**src/sv/sipd_pkg.sv**
```systemverilog
`timescale 1ns / 1ps
package sipd_pkg;

  localparam int unsigned MaxFrameBytes = 2048;
  localparam logic [15:0] EtherTypeIpv4 = 16'h0800;
  localparam logic [7:0]  ProtoTcp      = 8'd6;
  localparam logic [7:0]  ProtoUdp      = 8'd17;
  localparam logic [15:0] EthHdrLen     = 16'd14;
  localparam logic [4:0]  SipHdrLen     = 5'd16;
  localparam logic [15:0] ServiceAll    = 16'hFFFF;
  localparam logic [7:0]  SipVersion    = 8'h01;
  localparam logic [7:0]  TpFlag        = 8'b0010_0000;

  localparam logic KindHeader  = 1'b0;
  localparam logic KindPayload = 1'b1;

  typedef struct packed {
    logic [7:0] frame_byte;
    logic       frame_end;
  } in_item_t;

  typedef struct packed {
    logic        record_kind;
    logic [15:0] srv_id;
    logic [15:0] mth_id;
    logic [31:0] message_length;
    logic [15:0] cli_id;
    logic [15:0] ses_id;
    logic [7:0]  message_type;
    logic [7:0]  ret_code;
    logic [7:0]  payload_byte;
    logic        is_segment;
    logic        over_tcp;
    logic        last_of_message;
  } out_item_t;

  // Classified byte handed from the front to the back
  typedef struct packed {
    logic [7:0] data;
    logic       frame_end;
    logic       eth;        // byte belongs to the Ethernet header
    logic       sip;        // byte lies in the SOME/IP section
    logic       first_sip;  // first byte after the transport header
    logic       end_here;   // datagram, frame or size limit ends on this byte
    logic       is_tcp;
  } cls_t;

endpackage

```
**src/sv/sipd_front.sv**
```systemverilog
`timescale 1ns / 1ps
// Byte classifier: tracks Ethernet, IPv4 and UDP/TCP header positions
module sipd_front (
  input  logic              clk_i,
  input  logic              rst_ni,
  input  logic              in_valid_i,
  output logic              in_ready_o,
  input  sipd_pkg::in_item_t in_data_i,
  output logic              cls_valid_o,
  input  logic              cls_ready_i,
  output sipd_pkg::cls_t    cls_o,
  input  logic              sip_drop_i   // back has ended SOME/IP parsing
);

  typedef enum logic [2:0] {PhEth, PhIp, PhTrans, PhSip, PhDrop} phase_e;

  localparam logic [15:0] EthHdrLenW = sipd_pkg::EthHdrLen;

  phase_e      ph_q, ph_d;
  logic [15:0] pos_q, pos_d;
  logic [15:0] tot_q, tot_d;
  logic [5:0]  iphl_q, iphl_d;
  logic [5:0]  tcphl_q, tcphl_d;
  logic        tcp_q, tcp_d;
  logic [15:0] et_q, et_d;
  logic        first_q, first_d;

  logic        acc;
  logic [7:0]  b;
  logic [16:0] dend, p1;
  logic [15:0] o, t;
  logic        over_max, past_end;
  phase_e      ph_eff;

  assign in_ready_o = cls_ready_i;
  assign acc        = in_valid_i && in_ready_o;
  assign b          = in_data_i.frame_byte;
  assign dend       = {1'b0, EthHdrLenW} + {1'b0, tot_q};
  assign p1         = {1'b0, pos_q} + 17'd1;
  assign o          = pos_q - sipd_pkg::EthHdrLen;
  assign t          = o - {10'd0, iphl_q};
  assign over_max   = pos_q >= 16'(sipd_pkg::MaxFrameBytes);
  assign past_end   = {1'b0, pos_q} >= dend;

  // Phase with the drop conditions applied before this byte
  always_comb begin
    ph_eff = ph_q;
    if (ph_q == PhSip && sip_drop_i) ph_eff = PhDrop;
    if (over_max) ph_eff = PhDrop;
    if ((ph_eff == PhTrans || ph_eff == PhSip) && past_end) ph_eff = PhDrop;
  end

  // Next-state logic
  always_comb begin
    ph_d = ph_eff; pos_d = pos_q; tot_d = tot_q; iphl_d = iphl_q;
    tcphl_d = tcphl_q; tcp_d = tcp_q; et_d = et_q; first_d = first_q;
    if (acc) begin
      if (ph_eff == PhSip) first_d = 1'b0;
      case (ph_eff)
        PhEth: begin
          et_d = {et_q[7:0], b};
          if (pos_q == sipd_pkg::EthHdrLen - 16'd1)
            ph_d = ({et_q[7:0], b} == sipd_pkg::EtherTypeIpv4) ? PhIp : PhDrop;
        end
        PhIp: begin
          if (o == 16'd0) begin
            iphl_d = {b[3:0], 2'b00};
            if ({b[3:0], 2'b00} < 6'd20) ph_d = PhDrop;
          end else begin
            if (o == 16'd2) tot_d = {b, 8'h00};
            else if (o == 16'd3) tot_d = {tot_q[15:8], b};
            else if (o == 16'd9) begin
              if (b == sipd_pkg::ProtoTcp) tcp_d = 1'b1;
              else if (b == sipd_pkg::ProtoUdp) tcp_d = 1'b0;
              else ph_d = PhDrop;
            end
            if (ph_d == PhIp && o + 16'd1 == {10'd0, iphl_q}) ph_d = PhTrans;
          end
        end
        PhTrans: begin
          if (!tcp_q) begin
            if (t == 16'd7) begin ph_d = PhSip; first_d = 1'b1; end
          end else if (t == 16'd12) begin
            tcphl_d = {b[7:4], 2'b00};
            if ({b[7:4], 2'b00} < 6'd20) ph_d = PhDrop;
          end else if (t > 16'd12 && t + 16'd1 == {10'd0, tcphl_q}) begin
            ph_d = PhSip; first_d = 1'b1;
          end
        end
        PhSip: ;
        default: ph_d = PhDrop;
      endcase
      if (pos_q != 16'hFFFF) pos_d = pos_q + 16'd1;
      if (in_data_i.frame_end) begin
        ph_d = PhEth; pos_d = '0; tot_d = '0; iphl_d = '0; tcphl_d = '0;
        tcp_d = 1'b0; first_d = 1'b0;
      end
    end
  end

  // Classified byte towards the back
  always_comb begin
    cls_valid_o     = in_valid_i;
    cls_o.data      = b;
    cls_o.frame_end = in_data_i.frame_end;
    cls_o.eth       = (ph_eff == PhEth);
    cls_o.sip       = (ph_eff == PhSip);
    cls_o.first_sip = first_q;
    cls_o.end_here  = in_data_i.frame_end || (p1 >= dend) ||
                      (p1 >= 17'(sipd_pkg::MaxFrameBytes));
    cls_o.is_tcp    = tcp_q;
  end

  always_ff @(posedge clk_i or negedge rst_ni) begin
    if (!rst_ni) begin
      ph_q <= PhEth; pos_q <= '0; tot_q <= '0; iphl_q <= '0; tcphl_q <= '0;
      tcp_q <= 1'b0; et_q <= '0; first_q <= 1'b0;
    end else begin
      ph_q <= ph_d; pos_q <= pos_d; tot_q <= tot_d; iphl_q <= iphl_d;
      tcphl_q <= tcphl_d; tcp_q <= tcp_d; et_q <= et_d; first_q <= first_d;
    end
  end

endmodule

```
**src/sv/sipd_fifo.sv**
```systemverilog
`timescale 1ns / 1ps
// Two-entry queue between the classifier and the record builder
module sipd_fifo (
  input  logic           clk_i,
  input  logic           rst_ni,
  input  logic           wr_valid_i,
  output logic           wr_ready_o,
  input  sipd_pkg::cls_t wr_data_i,
  output logic           rd_valid_o,
  input  logic           rd_ready_i,
  output sipd_pkg::cls_t rd_data_o
);

  sipd_pkg::cls_t mem_q [2];
  logic           wp_q, rp_q;
  logic [1:0]     cnt_q;
  logic           wr, rd;

  assign wr_ready_o = cnt_q != 2'd2;
  assign rd_valid_o = cnt_q != 2'd0;
  assign rd_data_o  = mem_q[rp_q];
  assign wr         = wr_valid_i && wr_ready_o;
  assign rd         = rd_valid_o && rd_ready_i;

  always_ff @(posedge clk_i) begin
    if (wr) mem_q[wp_q] <= wr_data_i;
  end

  always_ff @(posedge clk_i or negedge rst_ni) begin
    if (!rst_ni) begin
      wp_q <= 1'b0; rp_q <= 1'b0; cnt_q <= '0;
    end else begin
      if (wr) wp_q <= ~wp_q;
      if (rd) rp_q <= ~rp_q;
      cnt_q <= cnt_q + {1'b0, wr} - {1'b0, rd};
    end
  end

endmodule

```
**src/sv/sipd_back.sv**
```systemverilog
`timescale 1ns / 1ps
// Record builder: gathers SOME/IP headers, checks them, emits records
module sipd_back (
  input  logic               clk_i,
  input  logic               rst_ni,
  input  logic               cls_valid_i,
  output logic               cls_ready_o,
  input  sipd_pkg::cls_t     cls_i,
  output logic               out_valid_o,
  input  logic               out_ready_i,
  output sipd_pkg::out_item_t out_data_o,
  output logic               sip_drop_o
);

  typedef enum logic [1:0] {StHdr, StPay, StDrop} st_e;

  st_e         st_q, st_d;
  logic [63:0] h0_q, h0_d, h1_q, h1_d;
  logic [4:0]  cnt_q, cnt_d;
  logic [31:0] rem_q, rem_d;
  logic        tcp_q, tcp_d;
  logic        ov_q, ov_d;
  sipd_pkg::out_item_t od_q, od_d;
  logic        acc, emit;
  logic [63:0] n0, n1;
  logic [31:0] rdec, plen;
  logic        bad;
  st_e         st_eff;
  sipd_pkg::out_item_t rec;

  // Output register may be refilled while it is being taken
  assign cls_ready_o = !ov_q || out_ready_i;
  assign acc         = cls_valid_i && cls_ready_o;
  assign out_valid_o = ov_q;
  assign out_data_o  = od_q;
  // tell the front no more SOME/IP in this frame (only while dropping)
  assign sip_drop_o  = (st_q == StDrop) && !(acc && cls_i.frame_end);

  assign n0   = {h0_q[55:0], h1_q[63:56]};
  assign n1   = {h1_q[55:0], cls_i.data};
  assign plen = n0[31:0] - 32'd8;
  assign rdec = rem_q - 32'd1;
  assign bad  = (n1[15:8] == 8'd0) || (n0[63:48] == sipd_pkg::ServiceAll) ||
                (n1[31:24] != sipd_pkg::SipVersion) ||
                (n1[23:16] != sipd_pkg::SipVersion) || (n0[31:0] < 32'd8);

  always_comb begin
    st_eff = cls_i.first_sip ? StHdr : st_q;
  end

  always_comb begin
    st_d = st_q; h0_d = h0_q; h1_d = h1_q; cnt_d = cnt_q; rem_d = rem_q;
    tcp_d = tcp_q; emit = 1'b0;
    rec = '0;
    if (acc) begin
      if (cls_i.first_sip) begin
        tcp_d = cls_i.is_tcp; cnt_d = '0; st_d = StHdr;
      end
      if (cls_i.eth) begin
        h0_d = n0; h1_d = n1;
      end else if (cls_i.sip) begin
        case (st_eff)
          StHdr: begin
            h0_d = n0; h1_d = n1;
            if (cnt_d + 5'd1 >= sipd_pkg::SipHdrLen) begin
              cnt_d = '0;
              if (bad) st_d = StDrop;
              else begin
                emit = 1'b1;
                rem_d = plen;
                rec.record_kind = sipd_pkg::KindHeader;
                rec.srv_id = n0[63:48]; rec.mth_id = n0[47:32];
                rec.message_length = n0[31:0];
                rec.cli_id = n1[63:48]; rec.ses_id = n1[47:32];
                rec.message_type = n1[15:8]; rec.ret_code = n1[7:0];
                rec.is_segment = !cls_i.is_tcp && |(n1[15:8] & sipd_pkg::TpFlag);
                rec.over_tcp = cls_i.is_tcp;
                rec.last_of_message = (plen == 32'd0) || cls_i.end_here;
                if (plen == 32'd0) st_d = cls_i.is_tcp ? StDrop : StHdr;
                else st_d = StPay;
              end
            end else cnt_d = cnt_d + 5'd1;
          end
          StPay: begin
            emit = 1'b1;
            rem_d = rdec;
            rec.record_kind = sipd_pkg::KindPayload;
            rec.srv_id = h0_q[63:48]; rec.mth_id = h0_q[47:32];
            rec.message_length = h0_q[31:0];
            rec.cli_id = h1_q[63:48]; rec.ses_id = h1_q[47:32];
            rec.message_type = h1_q[15:8]; rec.ret_code = h1_q[7:0];
            rec.payload_byte = cls_i.data;
            rec.is_segment = !tcp_q && |(h1_q[15:8] & sipd_pkg::TpFlag);
            rec.over_tcp = tcp_q;
            rec.last_of_message = (rdec == 32'd0) || cls_i.end_here;
            if (rdec == 32'd0) begin
              cnt_d = '0; st_d = tcp_q ? StDrop : StHdr;
            end
          end
          default: ;
        endcase
      end
      if (cls_i.frame_end) begin
        st_d = StHdr; cnt_d = '0; rem_d = '0; tcp_d = 1'b0;
      end
    end
    ov_d = emit ? 1'b1 : (out_ready_i ? 1'b0 : ov_q);
    od_d = emit ? rec : od_q;
  end

  always_ff @(posedge clk_i) begin
    od_q <= od_d;
  end

  always_ff @(posedge clk_i or negedge rst_ni) begin
    if (!rst_ni) begin
      st_q <= StHdr; h0_q <= '0; h1_q <= '0; cnt_q <= '0; rem_q <= '0;
      tcp_q <= 1'b0; ov_q <= 1'b0;
    end else begin
      st_q <= st_d; h0_q <= h0_d; h1_q <= h1_d; cnt_q <= cnt_d; rem_q <= rem_d;
      tcp_q <= tcp_d; ov_q <= ov_d;
    end
  end

endmodule

```
**src/sv/someip_frame_deframer.sv**
```systemverilog
`timescale 1ns / 1ps
// Channel  | Signals                              | Payload
// ---------+--------------------------------------+----------------------
// frame in | in_valid_i / in_ready_o / in_data_i  | sipd_pkg::in_item_t
// records  | out_valid_o / out_ready_i / out_data_o | sipd_pkg::out_item_t
//
// One byte per cycle while the output is not stalled; a record passes through the queue and the back's output register.
// The front classifies bytes by header position, the back builds records.
// Reset clears all parse state; the frame_end byte returns the parse to start.
// A stalled output backs up the two-entry queue, then the input.
module someip_frame_deframer (
  input  logic                clk_i,
  input  logic                rst_ni,
  input  logic                in_valid_i,
  output logic                in_ready_o,
  input  sipd_pkg::in_item_t  in_data_i,
  output logic                out_valid_o,
  input  logic                out_ready_i,
  output sipd_pkg::out_item_t out_data_o
);

  logic           f_valid, f_ready, b_valid, b_ready, sip_drop;
  sipd_pkg::cls_t f_data, b_data;

  // the front heeds the drop flag only in its SOME/IP phase;
  // the front stalls on full queue so the back's view can lag one request
  sipd_front u_front (
    .clk_i, .rst_ni, .in_valid_i, .in_ready_o, .in_data_i,
    .cls_valid_o(f_valid), .cls_ready_i(f_ready), .cls_o(f_data),
    .sip_drop_i(sip_drop)
  );

  sipd_fifo u_fifo (
    .clk_i, .rst_ni, .wr_valid_i(f_valid), .wr_ready_o(f_ready),
    .wr_data_i(f_data), .rd_valid_o(b_valid), .rd_ready_i(b_ready),
    .rd_data_o(b_data)
  );

  sipd_back u_back (
    .clk_i, .rst_ni, .cls_valid_i(b_valid), .cls_ready_o(b_ready),
    .cls_i(b_data), .out_valid_o, .out_ready_i, .out_data_o,
    .sip_drop_o(sip_drop)
  );

endmodule
```
**config.mk**
```make
export PLATFORM = sky130hd
export DESIGN_NAME = someip_frame_deframer
export DESIGN_NICKNAME = d
export VERILOG_FILES = /design/src/sv/sipd_pkg.sv /design/src/sv/sipd_front.sv /design/src/sv/sipd_fifo.sv /design/src/sv/sipd_back.sv /design/src/sv/someip_frame_deframer.sv
export SDC_FILE = /design/constraint.sdc
export NUM_CORES = 1
export LEC_CHECK = 0
export CELL_PAD_IN_SITES_DETAIL_PLACEMENT = 1
export CELL_PAD_IN_SITES_GLOBAL_PLACEMENT = 1
export CORE_ASPECT_RATIO = 1.75
export CORE_MARGIN = 5
export CORE_UTILIZATION = 48
export CTS_BUF_LIST = sky130_fd_sc_hd__clkbuf_8
export CTS_CLUSTER_SIZE = 10
export DETAILED_ROUTE_END_ITERATION = 8
export DONT_BUFFER_PORTS = 1
export PLACE_DENSITY = 0.85
export SKIP_LAST_GASP = 1
export SYNTH_ARGS = -nofsm -noshare
export SYNTH_HDL_FRONTEND = slang
export SYNTH_SLANG_ARGS = --single-unit
```
**constraint.sdc**
```tcl
create_clock -name clk_i -period 9.3 [get_ports clk_i]
set_clock_uncertainty 0.1 [all_clocks]
set_input_delay 1.86 -clock clk_i [delete_from_list [all_inputs] [get_ports clk_i]]
set_output_delay 1.86 -clock clk_i [all_outputs]
set_load 0.1 [all_outputs]
```
## Yosys cells after proc, flatten, opt, wreduce, memory -nomap -nowiden

Memory sizes are Yosys's and may differ from the RTL's.
Cells that the tools add are included.

| word-level totals | value |
|---|---|
| bits in registers | 354 |
| RAM bits | 28 |
| input port bits | 13 |
| output and inout port bits | 126 |
| word-level logic and storage cells | 250 |
| memories | 1 |

| operators by class | value |
|---|---|
| $add $sub $neg | 12 |
| order comparisons | 9 |
| equal/unequal tests | 31 |
| muxes and demuxes | 102 |
| bitwise gates (word level) | 5 |
| reduce and logical (&&, ||, !) cells | 59 |

Memories:

| name | words | width | rd ports | clocked after memory_dff | write ports | RTL line | text |
|---|---|---|---|---|---|---|---|
| u_fifo.mem_q | 2 | 14 | 1 | 0 | 1 | sipd_fifo.sv:14 | `sipd_pkg::cls_t mem_q [2];` |

Operator list:

| cell | number |
|---|---|
| $mux W64 | 6 |
| $pmux W113 S2 | 1 |
| $mux W32 | 5 |
| $mux W113 | 1 |
| $mux W112 | 1 |
| $mux W16 | 6 |
| $mux W3 | 25 |
| $logic_not A32 Y1 | 2 |
| $pmux W32 S2 | 1 |
| $add A16 B1 Y16 const B | 3 |
| $eq A16 B4 Y1 const B | 3 |
| $mux W6 | 7 |
| $mux W5 | 7 |
| $eq A16 B2 Y1 const B | 2 |
| $eq A16 B6 Y1 | 2 |
| $lt A32 B4 Y1 const B | 1 |
| $sub A32 B1 Y32 const B | 1 |
| $sub A32 B4 Y32 const B | 1 |
| $reduce_bool A2 Y1 | 14 |
| $mux W1 | 26 |
| $mux W2 | 10 |
| $add A16 B1 Y17 const B | 1 |
| $add A4 B16 Y17 const A | 1 |
| $ge A16 B17 Y1 | 1 |
| other kinds (48) | 90 |

## Longest topological paths before layout

Gate-level depths: netlist of run 1.

| depth | value |
|---|---|
| depth after elaboration | 28 |
| mapped depth | 17 |
| gate-level depth less buffers | 16 |

## Hierarchy

A second synthesis of run 1 with hierarchy kept.

| second synthesis, totals | value |
|---|---|
| cells, all modules | 1935 |
| area, all modules | 20942.6 µm² |

Modules (own cells, without submodules):

| module | instances | cells an instance | area an instance (µm²) | seq. area each (µm²) |
|---|---|---|---|---|
| sipd_back | 1 | 1232 | 14272.4 | 7952.6 |
| sipd_front | 1 | 642 | 5451.5 | 1326.3 |
| sipd_fifo | 1 | 61 | 1218.7 | 940.9 |

## Worst setup path before layout of run 1

OpenSTA, ideal clock, no wires.

| timing | value |
|---|---|
| path type | register to register |
| start point | reg u_fifo.rp_q |
| end point | reg u_back.rem_q[11] |
| library setup time | 0.083 ns |
| data arrival time | 9.544 ns |
| data required time | 9.117 ns |
| path slack | -0.427 ns |
| cell stages (with the launch flop) | 15 |
| buffers on the path | 3 |
| period minus slack after synthesis | 9.727 ns |
| path through | dfrtp_1 clkbuf_1 mux2i_1 clkbuf_1 and2_1 ha_1 nand3_1 xnor2_1 nand2_1 or4_1 and2_1 nor2_1 nand2_1 clkbuf_1 o21ai_0 |

| on the way | value |
|---|---|
| word-level cells in the longest chain between the ends | 7 |
| elaborated cells on any way between the ends | 18 |
| those cells by class | add/sub (1); order compare (1); eq/ne (4); mux (7); reduce/logical (4); memory (1) |

Ends and longest elaborated chain:

| item | RTL line | text |
|---|---|---|
| from (decl) | sipd_fifo.sv:15 | `logic wp_q, rp_q;` |
| from (signal assigned) | sipd_fifo.sv:34 | `if (rd) rp_q <= ~rp_q;` |
| $mem_v2 Z2 W14 * | - |  |
| $mux W5 / $mux W2 (equally long branches) | sipd_back.sv:56, sipd_back.sv:48 |  |
| $mux W5, or another cell as far along | sipd_back.sv:55 | `if (acc) begin` |
| $add A5 B1 Y5 / $pmux W32 S2 (equally long branches) | sipd_back.sv:65, sipd_back.sv:62 |  |
| $ge A5 B5 Y1 / $mux W32 (equally long branches) | sipd_back.sv:65, sipd_back.sv:61 |  |
| $ne A3 B1 Y1 (no line) / $mux W32 (equally long branches) | - |  |
| $reduce_and A6 Y1 (no line) / $mux W32 (equally long branches) | - |  |
| to (signal assigned) | sipd_back.sv:117 | `st_q <= StHdr; h0_q <= '0; h1_q <= '0; cnt_q <= '0; rem_q <= '0;` |
| to (signal assigned) | sipd_back.sv:120 | `st_q <= st_d; h0_q <= h0_d; h1_q <= h1_d; cnt_q <= cnt_d; rem_q <= rem_d;` |
| to (decl) | sipd_back.sv:20 | `logic [31:0] rem_q, rem_d;` |

Every way passes the cells marked *; elsewhere a longest branch is shown, timed or not. The select of a mux whose other input is x is not followed.
A chain may end at the register's enable or synchronous reset.

## Final worst setup path of run 1

| timing | value |
|---|---|
| start point | reg u_front.pos_q[1] |
| end point | reg u_front.ph_q[0] |

| on the way | value |
|---|---|
| word-level cells in the longest chain between the ends | 21 |
| elaborated cells on any way between the ends | 49 |
| those cells by class | add/sub (4); order compare (3); eq/ne (14); mux (22); reduce/logical (6) |

Ends and longest elaborated chain:

| item | RTL line | text |
|---|---|---|
| from (decl) | sipd_front.sv:20 | `logic [15:0] pos_q, pos_d;` |
| from (signal assigned) | sipd_front.sv:119 | `ph_q <= ph_d; pos_q <= pos_d; tot_q <= tot_d; iphl_q <= iphl_d;` |
| branches (longest 20 deep; another with $sub A16 B4 Y16) | - |  |
| $mux W3 * | sipd_front.sv:57 | `if (acc) begin` |
| via u_front.ph_d[0] | sipd_front.sv:19 | `phase_e ph_q, ph_d;` |
| to (signal assigned) | sipd_front.sv:119 |  |
| to (decl) | sipd_front.sv:19 |  |

Mark *: on every way through the listed nets, which the timed path passes. The select of a mux whose other input is x is not followed.

==> reports/results.ini, run 1 <==
[worst_setup_path]
cpMostUsedCell=ha_1
path_class=reg2reg
required_ns=9.72
cpMaxStageDelayCell=nor4b_1
critPathMaxStageDelay_ns=0.68
crit_path_cell_trace=ha_1, xor2_1, ha_1, nor2b_1, o31ai_1, and3_1, nand2_1, or3_1, a22oi_1, nor4b_1, a21boi_0, a211oi_1, o21ai_0
crit_path_start_kind=register
arrival_ns=5.82
worstSetupEndpointType=register
crit_fanout=13

[final_layout]
final_core_util_pct=52.0
synthToLayoutAreaGrowth_pct=7.54
fill_cells=4501
nets=1903
drive_gt1_share_pct=12.9

[sta]
relSlewSlack_pct=10.2
fmax_ghz=0.185
finalHoldViolCount=0
finalCriticalPeriod_ns=5.40
period_share_pct=58.1
rsz0062_at_grt=false
setup-tns-final_ns=0
tightest_slew_ns=1.33
worst_slack_ns=3.90
setup_violations=0
finalMaxSlewViolations=0

[power]
p_leak_nw=8.14
vdd_drop_max_mv=0.148
p_per_area_nw_per_um2=267

[clock_tree]
hold_buffers=0
clk_path_buf_depth=3
htree_num_levels=2
clk_pin_slew_worst_paths_ns=0.07
clk_latency_ns=0.65
clock-root-buffer=clkbuf_8
cts_made_buffers=55
clock_sinks=378
postCtsSetupBuffers=0
tritoncts=done
post_cts_resized=0

[logic_synthesis]
synth_area_leaders=dfrtp_1 28%, edfxtp_1 23%, mux2_2 7.1%, a22o_1 3.8%, o21ai_0 3.4%
synth_seq_cells=378
yosys_warnings=0
yosysTopAreaCell=dfrtp_1
synth_area_sq_um=20200
synth_common_cells=226 x dfrtp_1, 152 x edfxtp_1, 139 x nor2_1, 139 x o21ai_0, 131 x nand2_1
synth_cell_types=81
yosysMostFrequentCell=dfrtp_1
seq_area_frac_synth_pct=50.6
syn_inst=1888
synth-async-reset-ratio_pct=59.8
synth-edff-count=152
synthFlopType=dfrtp_1
avgSynthCellArea_sq_um=10.7
synth_top_area_share_pct=28.0
synth_fp_nets=1950

[worst_hold_path]
worstHoldPathType=reg2reg

[routing]
vias=15600
first_pass_iters=5
wl_per_cell_um=25.6
antenna_left=0
wl_um=62500
drt_iter0_drc=980
routed_via_density=6.40
drc=0

[placement]
hpwl_um=45500
place_congestion=0.990
pre_cts_slack_ns=3.77
portBuffers=0

[global_routing]
grt_pass1_wl_um=96400
track_usage_pct=26.5
overflow=0
antenna_found_initial=1
grt_max_degree=227
grt_pass1_vias=17100

[die]
die_w_um=165
dieArea_sq_um=46500
die_y_um=281
initial_core_util_pct=48.4
fp-row-count=99
io_pins=139
core_sq_um=41700

[job]
cap_violations=0

[status]
status=completed

[state kept, by name (all words and copies together) (netlist names), 4 cells and up]
name / cells
u_front.et_q: 8
u_back.out_data_o: 124
u_back.rem_q: 32
u_front.tcphl_q: 4
u_front.iphl_q: 4
u_back.cnt_q: 5
u_back.h1_q: 64
u_front.pos_q: 16
u_front.tot_q: 16
u_fifo.mem_q: 28
u_back.h0_q: 64
[worst max-delay path: cells and delay by family, from the launching register on]
family,cells,cell delay [ns]
XOR/XNOR,1,0.62
AO/OA/AOI/OAI,5,1.45
adder cells (fa/ha/maj),2,0.81
AND/OR/NAND/NOR,5,1.69
flip-flops,1,0.60
[power breakdown]
group / switching [mW] / internal, mW
logic: 0.974 / 0.785
clock network: 0.676 / 0.698
registers: 0.569 / 2.10
total: 2.22 / 3.59
[metrics by stage]
| stage | instance area (sq um) | hold WS, ns | total power, mW | cells |
|---|---|---|---|---|
| floorplan | 20200 | 0.343 | 3.80 | 1888 |
| global placement | 20600 | 0.385 | 4.24 | 2339 |
| detailed placement | 20600 | 0.405 | 4.42 | 2339 |
| CTS | 21700 | 0.420 | 5.81 | 2442 |
| global route | 21700 | 0.439 | 6.08 | 2443 |
| finish | 21700 | 0.419 | 5.81 | 2443 |
[layer usage]
| layer | GRT usage (%) | routed length, um | share of wire (%) |
|---|---|---|---|
| met5 | 0 | 0 | 0 |
| met4 | 16.2 | 4340 | 6.9 |
| met3 | 3.96 | 2820 | 4.5 |
| met2 | 51.0 | 34600 | 55 |
| met1 | 25.8 | 20700 | 33 |
[cells by family after synthesis]
| logic type | Yosys count | synth area share [%] |
|---|---|---|
| xor gates and xnor gates | 109 | 4.73 |
| and+or+nand+nor | 577 | 14.6 |
| AOI/OAI and AO/OA | 454 | 15.3 |
| muxes | 156 | 8.52 |
| DFF | 378 | 50.6 |
| adders and majority gates | 51 | 3.17 |
| buffers and inverters | 163 | 3.10 |
[cell type report]
| cell class | count | area [sq um] | share of cell area [%] |
|---|---|---|---|
| clock inverters | 38 | 238 | 1.09 |
| repair buffers | 20 | 150 | 0.691 |
| inverters | 39 | 146 | 0.674 |
| clock buffers | 65 | 895 | 4.12 |
| well taps | 555 | 694 | 3.20 |
| multi-input cells | 1347 | 9380 | 43.2 |
| flip-flops and latches | 378 | 10200 | 47.0 |
| diodes | 1 | 2.50 | 0.0115 |
[cells in the final DEF, fill, tap and decap left out, types with 42 or more instances in the layout]
| cell | instances |
|---|---|
| mux2_2 | 128 |
| xor2_1 | 42 |
| o21ai_0 | 138 |
| nor3_1 | 68 |
| xnor2_1 | 67 |
| ha_1 | 48 |
| edfxtp_1 | 152 |
| nor2_1 | 136 |
| a21oi_1 | 68 |
| a22o_1 | 87 |
| inv_1 | 55 |
| clkbuf_8 | 65 |
| dfrtp_1 | 226 |
| nand2_1 | 131 |
| nor4_1 | 49 |
[worst paths after layout]
| path | slack (ns) | cells past startpoint | startpoint | endpoint |
|---|---|---|---|---|
| worst max register to register | 3.90 | 13 | u_front.pos_q[1] | u_front.ph_q[0] |
| min in group asynchronous | 0.81 | 0 | rst_ni | u_back.h0_q[37] |
| worst min register to register | 0.42 | 1 | u_back.h0_q[58] | u_back.h0_q[58] |
| worst max-delay path | 3.90 | 13 | u_front.pos_q[1] | u_front.ph_q[0] |
| max in group asynchronous | 7.55 | 0 | rst_ni | u_front.et_q[0] |
| worst min-delay path | 0.42 | 1 | u_back.h0_q[58] | u_back.h0_q[58] |
(Power assumes the default switching activity.)
==> run 2, diff against run 1 <==
clock period = 4.9 ns   (was 9.3 ns; I/O delays follow)
==> reports/results.ini, run 2 (synthesis results as in run 1) <==
[worst_setup_path]
crit_fanout=10
worstSetupEndpointType=register
cp_top_family=simple AND/OR/NAND/NOR gates
path_class=reg2reg
critPathBufInv=4
arrival_ns=5.05
critPathMaxStageDelay_ns=0.52
crit_path_start_kind=register
cpMaxStageDelayCell=dfrtp_1
crit_path_cell_trace=inv_1, ha_1, inv_1, ha_1, fa_1, nor2b_1, o21ai_0, nand4_1, or3_1, xor2_1, nor4b_1, buf_4, nand4_1, buf_4, mux2i_1, o21ai_0
required_ns=5.35

[clock_tree]
postCtsSetupBuffers=0
cts_made_buffers=55
htree_num_levels=2
clk_path_buf_depth=3
clock-root-buffer=clkbuf_8
tritoncts=done
clk_pin_slew_worst_paths_ns=0.07
clk_latency_ns=0.67
clock_sinks=378

[routing]
wl_um=68400
antenna_left=0
routed_via_density=6.45
drc=0
first_pass_iters=8
wl_per_cell_um=27.6
drt_iter0_drc=1156
vias=16000

[status]
status=complete, but fails checks
violations=negative hold slack

[global_routing]
grt_max_degree=227
antenna_found_initial=1
grt_pass1_wl_um=103000
track_usage_pct=29.0
overflow=0
grt_pass1_vias=17300

[final_layout]
stdcell_area_sq_um=22100
synthToLayoutAreaGrowth_pct=9.53
nets=1942
largest_reg_flops=124
layout_common_cells=226 x dfrtp_1, 152 x edfxtp_1, 136 x nor2_1, 131 x nand2_1
final_common_cell=dfrtp_1
fill_cells=4514
drive_gt1_share_pct=15.7

[sta]
finalCriticalPeriod_ns=4.59
hold_ws_ns=-0.0577
setup_violations=0
relSlewSlack_pct=18.1
finalHoldViolCount=133
finalMaxSlewViolations=0
setup-tns-final_ns=0
fmax_ghz=0.218
period_share_pct=93.8
rsz0062_at_grt=false
tightest_slew_ns=1.23

[die]
core_sq_um=41700
fp-row-count=99
die_w_um=165
die_y_um=281
dieArea_sq_um=46500
initial_core_util_pct=48.4
io_pins=139

[placement]
hpwl_um=48400
portBuffers=0
placed_area_sq_um=20900
place_congestion=0.966

[power]
power_mw=11.4
p_leak_nw=8.35
vdd_drop_max_mv=0.336
p_per_area_nw_per_um2=515

[worst_hold_path]
worstHoldPathType=in2async

[job]
cap_violations=0

[run 2: area by class of cell]
type                    count  area, sq um  area share, %
diodes                      1         2.50         0.0113
flip-flops and latches    378        10200           46.2
clock inverters            42          332           1.50
multi-input cells        1347         9440           42.7
repair buffers             59          455           2.06
inverters                  39          146          0.662
well taps                 555          694           3.14
clock buffers              61          840           3.79
[run 2: what timing repair did]
action / 4_1_cts / 5_1_grt
endpoints found under the hold margin: 226 / 226
resized for setup: 0 / 2
endpoints found under the setup margin: 0 / 6
[run 2: worst register-to-register path, delay by kind of cell (launching register included)]
family | cells | cell delay, ns
xor+xnor | 1 | 0.18
buf+inv | 4 | 0.70
fa+ha+maj | 3 | 0.85
flops | 1 | 0.52
mux | 1 | 0.12
simple gates | 5 | 1.48
compound gates | 2 | 0.53
[run 2: per-stage QoR]
step	hold WS (ns)	instances	util (%)	setup WS, ns
floorplan	0.343	1888	-	-0.293
global placement	0.359	2378	50.2	0.308
detailed placement	0.378	2378	50.2	0.181
CTS	-0.113	2481	53.0	0.145
global route	-0.0955	2482	53.0	0.0151
finish	-0.0577	2482	53.0	0.305
[run 2: routing by layer]
metal / wire [um] / share of wire, % / vias to the layer above / track usage, %
li1: - / - / 7061 / -
met3: 2900 / 4.2 / 254 / 3.88
met2: 37800 / 55 / 629 / 55.2
met1: 21800 / 32 / 8072 / 27.5
met5: 0 / 0 / - / 0
met4: 5940 / 8.7 / 0 / 21.1
[run 2: final timing paths]
kind / from / end / slack (ns) / cells past startpoint
worst max register to register: u_front.pos_q[1] / u_front.tcphl_q[5] / 0.31 / 16
max in group asynchronous: rst_ni / u_back.rem_q[22] / 4.31 / 0
worst min register to register: u_front.first_q / u_fifo.mem_q[0][2] / 0.40 / 0
worst max-delay path: u_front.pos_q[1] / u_front.tcphl_q[5] / 0.31 / 16
min in group clk_i: in_data_i[0] / u_front.iphl_q[4] / 0.33 / 1
worst min-delay path: rst_ni / u_front.tot_q[2] / -0.06 / 0
[run 2: where the power goes]
group / leakage (nW) / total, mW / switching [mW] / internal, mW
clock network: 0.654 / 2.74 / 1.35 / 1.39
registers: 3.99 / 5.05 / 1.06 / 3.99
logic: 3.71 / 3.60 / 2.06 / 1.55
total: 8.35 / 11.4 / 4.47 / 6.92
==> run 3, diff against run 2 <==
CORE_UTILIZATION = 53   (was 48)
PLACE_DENSITY = 0.82   (was 0.85)
clock period = 5 ns   (was 4.9 ns; I/O delays follow)
==> reports/results.ini, run 3 (synthesis results as in run 1) <==
[final_layout]
final_core_util_pct=58.8
multi_input_area_sq_um=9440
regArea_sq_um=10200
fill_cells=4002
largest_reg_flops=124
drive_gt1_share_pct=15.8
layout_common_cells=226 x dfrtp_1, 152 x edfxtp_1, 136 x nor2_1, 131 x nand2_1
final_common_cell=dfrtp_1
synthToLayoutAreaGrowth_pct=9.46
nets=1946

[routing]
wl_um=66600
antenna_left=0
first_pass_iters=5
routed_via_density=6.63
drc=0
drt_iter0_drc=985
wl_per_cell_um=27.6
vias=16000

[worst_setup_path]
reg2reg_from=u_front.pos_q[2]
crit_fanout=12
required_ns=5.43
critPathBufInv=4
arrival_ns=5.08
crit_path_start_kind=register
critPathMaxStageDelay_ns=0.57
worstSetupEndpointType=register
cpMostUsedCell=buf_4
crit_path_cell_trace=ha_2, xor2_1, buf_4, clkinv_1, fa_1, nor4b_1, buf_4, and3_1, a21boi_0, buf_4, xnor2_1, a31oi_1, a211oi_1, a211oi_1, o21ai_0
cp_top_family=compound AO/OA/AOI/OAI gates
path_class=reg2reg
cpMaxStageDelayCell=fa_1
crit_start=u_front.pos_q[2]

[sta]
fmax_ghz=0.215
relSlewSlack_pct=26.2
finalHoldViolCount=0
tightest_slew_ns=1.10
period_share_pct=93.0
rsz0062_at_grt=false
finalMaxSlewViolations=0
finalCriticalPeriod_ns=4.65
setup-tns-final_ns=0
setup_violations=0
hold_ws_ns=0.0231

[die]
dieArea_sq_um=42300
die_y_um=268
fp-row-count=94
die_w_um=158
io_pins=139
initial_core_util_pct=53.7
core_sq_um=37600

[job]
cap_violations=0

[worst_hold_path]
worstHoldPathType=in2async

[clock_tree]
htree_num_levels=2
clock-root-buffer=clkbuf_8
tritoncts=done
clk_path_buf_depth=3
clk_latency_ns=0.65
clk_pin_slew_worst_paths_ns=0.08
cts_made_buffers=54
clock_sinks=378

[status]
status=completed

[global_routing]
grt_max_degree=227
track_usage_pct=31.0
grt_pass1_wl_um=101000
overflow=0
antenna_found_initial=2
grt_pass1_vias=17300

[power]
vdd_drop_max_mv=0.262
p_leak_nw=8.38
p_per_area_nw_per_um2=497

[placement]
portBuffers=0
place_congestion=0.964
hpwl_um=48400

[run 3: changes by cell type in the layout (fill, tap and decap cells not counted), moves of 2 or more]
cell	delta
clkinv_1	+2
clkinv_4	-2
bufinv_16	-2
buf_4	-3
buf_12	+7
clkbuf_8	+4
[run 3: path summary, 6_finish.rpt]
kind,slack [ns],cells after the start,to
setup / recovery,0.35,15,u_front.ph_q[0]
hold / removal,0.02,0,u_back.cnt_q[0]
setup reg to reg,0.35,15,u_front.ph_q[0]
hold reg to reg,0.40,1,u_fifo.wp_q
max in group asynchronous,3.46,1,u_back.rem_q[21]
min in group clk_i,0.35,0,u_fifo.mem_q[0][5]
[run 3: metal layers]
metal / up-vias / part of all wire [%] / track usage, %
met2: 537 / 55 / 58.2
met4: 2 / 8.0 / 21.6
li1: 7054 / - / -
met1: 8143 / 33 / 31.0
met5: - / 0.020 / 0
met3: 259 / 3.9 / 4.21
[run 3: what timing repair did]
item,in CTS,in global routing
endpoints found under the hold margin,226,27
buffers inserted,0,0
setup endpoints to repair,0,5
gates resized for setup,0,2
[run 3: where the power goes]
| group | internal, mW | switching [mW] |
|---|---|---|
| sequential | 3.91 | 1.03 |
| clock | 1.30 | 1.25 |
| combinational | 1.56 | 1.95 |
| total | 6.77 | 4.23 |
[run 3: through the flow]
step | total power [mW] | std cells | area (sq um) | setup slack [ns]
floorplan | 7.10 | 1888 | 20300 | -0.193
global placement | 8.09 | 2306 | 21000 | 0.408
detailed placement | 8.44 | 2306 | 21000 | 0.331
CTS | 11.0 | 2408 | 22100 | 0.307
global route | 11.5 | 2411 | 22100 | 0.0353
finish | 11.0 | 2411 | 22100 | 0.351
[run 3: area by class of cell]
| cell class | instances | area share (%) |
|---|---|---|
| diodes | 1 | 0.0113 |
| inverters | 39 | 0.662 |
| clock buffers | 65 | 4.05 |
| flip-flops and latches | 378 | 46.2 |
| well taps | 480 | 2.72 |
| clock inverters | 37 | 1.03 |
| repair buffers | 64 | 2.64 |
| multi-input cells | 1347 | 42.7 |
[run 3: worst register-to-register path, stage by stage, from the launching register on]
cell and delay [ns]:
dfrtp_1 0.55, ha_2 0.39, xor2_1 0.27, buf_4 0.20
clkinv_1 0.11, fa_1 0.57, nor4b_1 0.37, buf_4 0.19
and3_1 0.21, a21boi_0 0.33, buf_4 0.19, xnor2_1 0.11
a31oi_1 0.15, a211oi_1 0.45, a211oi_1 0.13, o21ai_0 0.23
